File: src/design/mtpr_pkg.sv
package mtpr_pkg;

  // Width of the length field and of the turn counter.
  localparam int LEN_W = 8;
  // Width of one stored turn.
  localparam int TURN_W = 2;
  // Width of the read index field.
  localparam int IDX_W = 7;

  // Turn codes.
  localparam logic [TURN_W-1:0] TURN_STRAIGHT = 2'd0;
  localparam logic [TURN_W-1:0] TURN_LEFT     = 2'd1;
  localparam logic [TURN_W-1:0] TURN_RIGHT    = 2'd2;
  localparam logic [TURN_W-1:0] TURN_BACK     = 2'd3;

  // Operation codes.
  localparam logic OP_APPEND = 1'b0;
  localparam logic OP_READ   = 1'b1;

  // Hand rule settings.
  localparam logic HAND_RIGHT = 1'b0;
  localparam logic HAND_LEFT  = 1'b1;

  // Angles are kept in quarter turns, so adding modulo 360 degrees is a
  // plain 2-bit add that wraps.
  localparam logic [1:0] QTR_0   = 2'd0;
  localparam logic [1:0] QTR_90  = 2'd1;
  localparam logic [1:0] QTR_180 = 2'd2;
  localparam logic [1:0] QTR_270 = 2'd3;

  typedef enum logic {
    S_IDLE,
    S_EXEC
  } state_t;

  // Angle of a turn in quarter turns, mirrored by the hand rule.
  function automatic logic [1:0] turn_quarter(input logic [TURN_W-1:0] t,
                                              input logic hand);
    logic [1:0] q;
    case (t)
      TURN_LEFT:  q = (hand == HAND_LEFT) ? QTR_270 : QTR_90;
      TURN_RIGHT: q = (hand == HAND_LEFT) ? QTR_90 : QTR_270;
      TURN_BACK:  q = QTR_180;
      default:    q = QTR_0;
    endcase
    return q;
  endfunction

  // Turn that corresponds to an angle in quarter turns.
  function automatic logic [TURN_W-1:0] quarter_turn(input logic [1:0] q,
                                                     input logic hand);
    logic [TURN_W-1:0] t;
    case (q)
      QTR_90:  t = (hand == HAND_LEFT) ? TURN_RIGHT : TURN_LEFT;
      QTR_180: t = TURN_BACK;
      QTR_270: t = (hand == HAND_LEFT) ? TURN_LEFT : TURN_RIGHT;
      default: t = TURN_STRAIGHT;
    endcase
    return t;
  endfunction

endpackage

File: src/design/mtpr_ram.sv
module mtpr_ram #(
  parameter int WIDTH = 2,
  parameter int DEPTH = 128
) (
  input  logic                     clk,
  input  logic                     wr_en,
  input  logic [$clog2(DEPTH)-1:0] wr_addr,
  input  logic [WIDTH-1:0]         wr_data,
  input  logic                     rd_en,
  input  logic [$clog2(DEPTH)-1:0] rd_addr,
  output logic [WIDTH-1:0]         rd_data
);

  logic [WIDTH-1:0] mem [DEPTH];

  // One write port and one registered read port.
  always_ff @(posedge clk) begin
    if (wr_en) begin
      mem[wr_addr] <= wr_data;
    end
    if (rd_en) begin
      rd_data <= mem[rd_addr];
    end
  end

endmodule

File: src/design/maze_turn_path_reducer_top.sv
// A word is accepted in the idle state; its result word is loaded into the
// output register when the execute step goes ahead, and no new word is taken
// before then: an accept step with the memory read and an execute step with
// the write-back; a stalled result holds the execute step and with it the
// input. Reset: rst_n is synchronous and active low; it empties the path and
// selects the right-hand rule. The memory is not cleared.
module maze_turn_path_reducer_top #(
  parameter int PATH_DEPTH = 128
) (
  input  logic        clk,
  input  logic        rst_n,
  // in_tdata fields from bit 0: op[0], turn[2:1], index[9:3], zero fill.
  input  logic        in_tvalid,
  output logic        in_tready,
  input  logic [15:0] in_tdata,
  // out_tdata fields from bit 0: length[7:0], entry_turn[9:8], reduced[10],
  // overflow[11], zero fill.
  output logic        out_tvalid,
  input  logic        out_tready,
  output logic [15:0] out_tdata,
  input  logic        cfg_wen,
  input  logic        cfg_wdata
);

  import mtpr_pkg::*;

  localparam int AW = $clog2(PATH_DEPTH);
  localparam logic [LEN_W-1:0] DEPTH_L = LEN_W'(PATH_DEPTH);

  state_t              state_r, state_nxt;
  logic [LEN_W-1:0]    count_r, count_nxt;
  logic                hand_r;
  logic [TURN_W-1:0]   top_r, top_nxt;

  // Operation captured at accept.
  logic                op_r;
  logic [TURN_W-1:0]   turn_r;
  logic                hit_r;
  logic                reduce_r;
  logic                ovf_r;

  // Output register.
  logic                out_valid_r, out_valid_nxt;
  logic [LEN_W-1:0]    out_len_r;
  logic [TURN_W-1:0]   out_entry_r;
  logic                out_red_r;
  logic                out_ovf_r;

  // Input field decode.
  logic                in_op;
  logic [TURN_W-1:0]   in_turn;
  logic [IDX_W-1:0]    in_index;
  logic                accept;
  logic                exec_go;
  logic [LEN_W-1:0]    idx_ext;
  logic [LEN_W-1:0]    cnt_m2;
  logic                acc_reduce;
  logic                acc_ovf;
  logic                acc_hit;

  // Memory ports.
  logic                ram_we;
  logic [AW-1:0]       ram_waddr;
  logic [TURN_W-1:0]   ram_wdata;
  logic                ram_re;
  logic [AW-1:0]       ram_raddr;
  logic [TURN_W-1:0]   ram_rdata;
  logic [1:0]          qsum;
  logic [TURN_W-1:0]   merged;

  assign in_op    = in_tdata[0];
  assign in_turn  = in_tdata[2:1];
  assign in_index = in_tdata[9:3];

  assign in_tready = (state_r == S_IDLE);
  assign accept    = in_tvalid && in_tready;
  assign exec_go   = (state_r == S_EXEC) && (!out_valid_r || out_tready);

  // Decisions that need only the counter and the cached top turn.
  assign idx_ext    = {1'b0, in_index};
  assign cnt_m2     = count_r - LEN_W'(2);
  assign acc_ovf    = (in_op == OP_APPEND) && (count_r >= DEPTH_L);
  assign acc_reduce = (in_op == OP_APPEND) && (count_r < DEPTH_L) &&
                      (count_r >= LEN_W'(2)) && (top_r == TURN_BACK);
  assign acc_hit    = (idx_ext < count_r);

  // The second entry from the top is fetched for a merge; a read fetches
  // the requested entry.
  assign ram_re    = accept && ((in_op == OP_READ) || acc_reduce);
  assign ram_raddr = (in_op == OP_READ) ? idx_ext[AW-1:0] : cnt_m2[AW-1:0];

  // Merge of three turns: sum of the quarter-turn angles, wrapping at 360.
  assign qsum   = turn_quarter(turn_r, hand_r) + turn_quarter(top_r, hand_r) +
                  turn_quarter(ram_rdata, hand_r);
  assign merged = quarter_turn(qsum, hand_r);

  // Write-back: the merged turn replaces the second entry from the top, or the
  // new turn is pushed.
  assign ram_we    = exec_go && (op_r == OP_APPEND) && !ovf_r;
  assign ram_waddr = reduce_r ? cnt_m2[AW-1:0] : count_r[AW-1:0];
  assign ram_wdata = reduce_r ? merged : turn_r;

  mtpr_ram #(
    .WIDTH(TURN_W),
    .DEPTH(PATH_DEPTH)
  ) u_ram (
    .clk    (clk),
    .wr_en  (ram_we),
    .wr_addr(ram_waddr),
    .wr_data(ram_wdata),
    .rd_en  (ram_re),
    .rd_addr(ram_raddr),
    .rd_data(ram_rdata)
  );

  // Next state, counter and top-of-path cache.
  always_comb begin
    state_nxt     = state_r;
    count_nxt     = count_r;
    top_nxt       = top_r;
    out_valid_nxt = out_valid_r;
    if (out_tready) begin
      out_valid_nxt = 1'b0;
    end
    case (state_r)
      S_IDLE: begin
        if (accept) begin
          state_nxt = S_EXEC;
        end
      end
      S_EXEC: begin
        if (exec_go) begin
          state_nxt     = S_IDLE;
          out_valid_nxt = 1'b1;
          if (ram_we) begin
            if (reduce_r) begin
              count_nxt = count_r - LEN_W'(1);
              top_nxt   = merged;
            end else begin
              count_nxt = count_r + LEN_W'(1);
              top_nxt   = turn_r;
            end
          end
        end
      end
      default: begin
        state_nxt = S_IDLE;
      end
    endcase
  end

  // Control registers.
  always_ff @(posedge clk) begin
    if (!rst_n) begin
      state_r     <= S_IDLE;
      count_r     <= '0;
      hand_r      <= HAND_RIGHT;
      out_valid_r <= 1'b0;
    end else begin
      state_r     <= state_nxt;
      count_r     <= count_nxt;
      out_valid_r <= out_valid_nxt;
      if (cfg_wen) begin
        hand_r <= cfg_wdata;
      end
    end
  end

  // Payload registers.
  always_ff @(posedge clk) begin
    top_r <= top_nxt;
    if (accept) begin
      op_r     <= in_op;
      turn_r   <= in_turn;
      hit_r    <= acc_hit;
      reduce_r <= acc_reduce;
      ovf_r    <= acc_ovf;
    end
    if (exec_go) begin
      out_len_r   <= count_nxt;
      out_entry_r <= ((op_r == OP_READ) && hit_r) ? ram_rdata : TURN_STRAIGHT;
      out_red_r   <= reduce_r;
      out_ovf_r   <= ovf_r;
    end
  end

  assign out_tvalid = out_valid_r;
  assign out_tdata  = {4'b0000, out_ovf_r, out_red_r, out_entry_r, out_len_r};

  // The path never grows past the memory.
  a_count_bound: assert property (@(posedge clk) disable iff (!rst_n)
    count_r <= DEPTH_L)
    else $error("turn count exceeds path depth");

  // A merge shortens the path by one net of the push.
  a_merge_len: assert property (@(posedge clk) disable iff (!rst_n)
    (exec_go && ram_we && reduce_r) |=> (count_r == $past(count_r) - LEN_W'(1)))
    else $error("merge did not shorten the path by one");

  // A dropped turn leaves a full path and is never a merge.
  a_ovf_full: assert property (@(posedge clk) disable iff (!rst_n)
    (out_valid_r && out_ovf_r) |-> (out_len_r == DEPTH_L) && !out_red_r)
    else $error("overflow result with wrong length or merge flag");

  // A merge is only decided when the memory was read for it.
  a_merge_read: assert property (@(posedge clk) disable iff (!rst_n)
    (accept && acc_reduce) |-> ram_re)
    else $error("merge without memory read");

  // A pending result is held until taken.
  a_hold: assert property (@(posedge clk) disable iff (!rst_n)
    (out_valid_r && !out_tready) |=> out_valid_r && $stable(out_tdata))
    else $error("result changed while stalled");

endmodule
File: config.mk
export PLATFORM = sky130hd
export DESIGN_NAME = maze_turn_path_reducer_top
export DESIGN_NICKNAME = d
export VERILOG_FILES = /design/src/design/mtpr_pkg.sv /design/src/design/mtpr_ram.sv /design/src/design/maze_turn_path_reducer_top.sv
export SDC_FILE = /design/constraint.sdc
export NUM_CORES = 1
export LEC_CHECK = 0
export ABC_AREA = 1
export BUFFER_PORTS_ARGS = -buffer_cell sky130_fd_sc_hd__buf_2
export CORE_MARGIN = 2
export CORE_UTILIZATION = 45
export DETAILED_ROUTE_END_ITERATION = 7
export PLACE_DENSITY_LB_ADDON = 0.25
export SLEW_MARGIN = 20
export SYNTH_ARGS = -nofsm -noshare
export SYNTH_HDL_FRONTEND = slang
export SYNTH_HIERARCHICAL = 1
export SYNTH_SLANG_ARGS = --single-unit
File: constraint.sdc
create_clock -name clk -period 3.7 [get_ports clk]
set_input_delay 0.555 -clock clk [delete_from_list [all_inputs] [get_ports clk]]
set_output_delay 0.555 -clock clk [all_outputs]
set_load 0.01 [all_outputs]
==> summary.md <==
| Metric | Value |
|---|---|
| Bufs on Longest Clock Path | 3 |
| Final setup TNS | 0 ns |
| Final global-route overflow total | 0 |
| Status | complete, no violations |
| Worst Hold Class | input port to register |
| Main synth FF type | edfxtp_1 |
| Synth-to-layout area growth | 10.9% |
| Final hold violations | 0 |
| Multi-input logic area | 0.00400 mm² |
| RSZ-0062 raised after global routing | no |
| Fmax | 311 MHz |
| Die Span X | 176 µm |
| Antenna violations before repair | 0 |
| Rows | 62 |
| Vias per cell | 5.31 |
| Max Cap Viol | 0 |
| Routed Antenna Nets | 0 |
| Most frequent cell on the critical path | inv_1 |
| Antenna cells | 0 |
| Flop2flop setup slack | 0.48 ns |
| Mapped Area | 0.0132 mm² |
| CP startpoint kind | register |
| Synth Register Bits | 289 |
| Max-slew violations | 0 |
| Die ar. | 0.0308 mm² |
| DR pass1 iterations | 5 |
| Cts bufs inserted | 30 |
| Crit path cell chain | inv_1 -> ha_1 -> o21ai_0 -> inv_1 -> nor3_1 -> nand2_1 -> nor2_1 |
| Synth top area share | 0.631 |
| Post-route minimum period | 3.22 ns |
| Synth area leader | edfxtp_1 |
| Via count | 9269 |
| H-tree depth | 1 |
| I/O pin total | 40 |
| Total Routed Length | 30.6 mm |
| Placed cell area | 0.0138 mm² |
| Worst setup path end | u_ram/mem[31][0]$_DFFE_PP_ |
| Root Driver | clkbuf_16 |
| GP Congestion | 0.831 |
| Pwr dens | 504 mW/mm² |
| Starting DRT DRC Count | 806 |
| Worst Setup SP | count_r[1]$_SDFF_PN0_ |
| Fillers | 2639 |
| Leakage | 5.51 nW |
| CORE AREA | 0.0289 mm² |
| WS Path Type | register to register |
| Starting Density | 0.459 |
| Worst slew pin tran | 0.835 ns |
| CTS hold repair buffers | 0 |
| Clock transition at path regs | 0.06 ns |
| Total power | 7.40 mW |
| Sequential share of the synthesized area | 0.647 |
| Yosys cell types | 27 |
| Pin count of the biggest net entering global routing | 113 |
| Post-Layout Cell Count | 1746 |
| Req. time, crit path | 3.93 ns |
| Average size of a mapped cell | 10.0 µm² |
| Syn Inst Count | 1323 |
| Sequential cell area | 0.00857 mm² |
| Area contributors post-synth | edfxtp_1 63%, nand2_1 12%, nand3_1 9.5% |
| Post-route cell area | 0.0147 mm² |
| Post-CTS Setup Inserts | 0 |
| Nets | 1380 |
| Max incr delay on CP | 0.56 ns |
| Async set-reset flop share out of synthesis | 0 |
| Maximum fanout along the worst path | 13 |
| Resize count post-CTS | 0 |
| I/O Buffers | 29 |
| YS warnings | 6 |
| CP endpoint kind | register |
| Layout cells sized above 1 | 0.0771 |
| R2R Path End | u_ram/mem[31][0]$_DFFE_PP_ |
| Post-route DRC | 0 |
| Worst R2R Start | count_r[1]$_SDFF_PN0_ |
| Die Ht | 176 µm |
| Num Clock Sinks | 289 |
| Clock Skews | 0.00991 ns |
| Post-DP HPWL | 18.8 mm |
| FF-to-FF path depth | 7 |
| Slew margin rel. | 0.442 |
| Number of global-route vias before repair | 8856 |
| First-pass GRT wire length | 47.5 mm |
| Skew-Pair Late Insertion Delay | 0.55 ns |
| CP max stage cell | nand2_1 |
| DP Cell Count | 1693 |
| Final cycle utilization of the critical path | 0.870 |
| Number of flops mapped to enable cells by yosys | 278 |
| Total GRT Usage | 0.199 |
| CTS tree | done |
| WL/cell | 17.5 µm |
| Setup violators final | 0 |
| Worst Hold Slack | 0.175 ns |
| Maximum VDD drop | 0.000376 V |
| Critical path arrival | 3.45 ns |
-- report_power, final --
| part | internal, mW | switching, mW |
|---|---|---|
| clock network | 1.59 | 1.18 |
| registers | 3.73 | 0.0177 |
| logic | 0.236 | 0.643 |
-- synthesized netlist by cell type (11+ instances only) --
cell        n
nor2_1    151
buf_4      32
nor3_1     12
dfxtp_1    11
nand2_1   411
clkbuf_1   18
ha_1       15
buf_2      13
o21ai_0    12
nand3_1   252
inv_1      72
edfxtp_1  278
-- cells by family (layout without fill, tap and decap cells) --
| family | Yosys count | count (layout) | share of synthesized area |
|---|---|---|---|
| xor gates and xnor gates | 11 | 11 | 0.00728 |
| DFF | 289 | 289 | 0.647 |
| and+or+nand+nor | 832 | 832 | 0.262 |
| AOI/OAI and AO/OA | 26 | 26 | 0.0114 |
| other | 1 | 4 | 0.000283 |
| buffers and inverters | 147 | 183 | 0.0544 |
| adders and majority gates | 17 | 17 | 0.0172 |
-- layout by cell type, fill, tap and decap left out, types with 3 or more instances in the layout --
master and count:
nand2_1 409, edfxtp_1 278, nand3_1 252, nor2_1 151
inv_1 72, clkbuf_16 30, buf_2 29, buf_4 17
ha_1 15, nor3_1 12, dfxtp_1 11, a21oi_1 10
xor2_1 8, o21ai_0 8, clkinv_1 8, buf_12 8
clkbuf_1 7, conb_1 4, nand4_1 3, xnor2_1 3
o21ai_2 3, clkinv_2 3
-- critical path: cells and delay by family (launching register included) --
| kind | cells | cell delay (ns) |
|---|---|---|
| compound gates | 1 | 0.52 |
| fa+ha+maj | 1 | 0.36 |
| buf+inv | 2 | 0.35 |
| flops | 1 | 0.45 |
| simple gates | 3 | 1.23 |
-- per-stage QoR --
| step | utilization | worst slack [ns] |
|---|---|---|
| final | 0.509 | 0.481 |
| after global routing | 0.509 | 0.310 |
| after CTS | 0.509 | 0.533 |
| after detailed placement | 0.477 | 0.596 |
| after global placement | 0.477 | 0.661 |
| after floorplan | - | 0.110 |
-- flip-flops by register name, summed over array words and instances (netlist names), 2 cells and up --
name / flops
count_r: 8
out_entry_r: 2
u_ram/mem: 256
top_r: 2
u_ram/rd_data: 2
turn_r: 2
out_len_r: 8
-- worst min-delay path by stage --
stage                          startpoint  slack [ns]  depth (start not counted)             endpoint
after floorplan           ovf_r$_DFFE_PP_        0.43                          0  out_ovf_r$_DFFE_PN_
after global placement    ovf_r$_DFFE_PP_        0.46                          0  out_ovf_r$_DFFE_PN_
after detailed placement  ovf_r$_DFFE_PP_        0.45                          0  out_ovf_r$_DFFE_PN_
after CTS                     in_tdata[1]        0.15                          1  turn_r[0]$_DFFE_PP_
after global routing          in_tdata[2]        0.15                          1  turn_r[1]$_DFFE_PP_
final                         in_tdata[2]        0.18                          1  turn_r[1]$_DFFE_PP_
-- final cells by class --
| class | count | share of cell area |
|---|---|---|
| Sequential cell | 289 | 0.584 |
| Timing Repair Buffer | 54 | 0.0295 |
| Clock inverter | 14 | 0.00691 |
| Inverter | 76 | 0.0197 |
| Clock buffer | 39 | 0.0548 |
| Tap cell | 384 | 0.0327 |
| Multi-Input combinational cell | 890 | 0.273 |
-- metal layers --
layer  wire, µm  track usage  up-vias  part of all wire
met3       1810       0.0232       63             0.059
met1      13500        0.277     4434              0.44
li1           -            -     4503                 -
met2      14500        0.331      269              0.47
met4        793       0.0575        0             0.026
met5          0            0        -                 0
No activity file was read; power rests on OpenSTA's default activity.
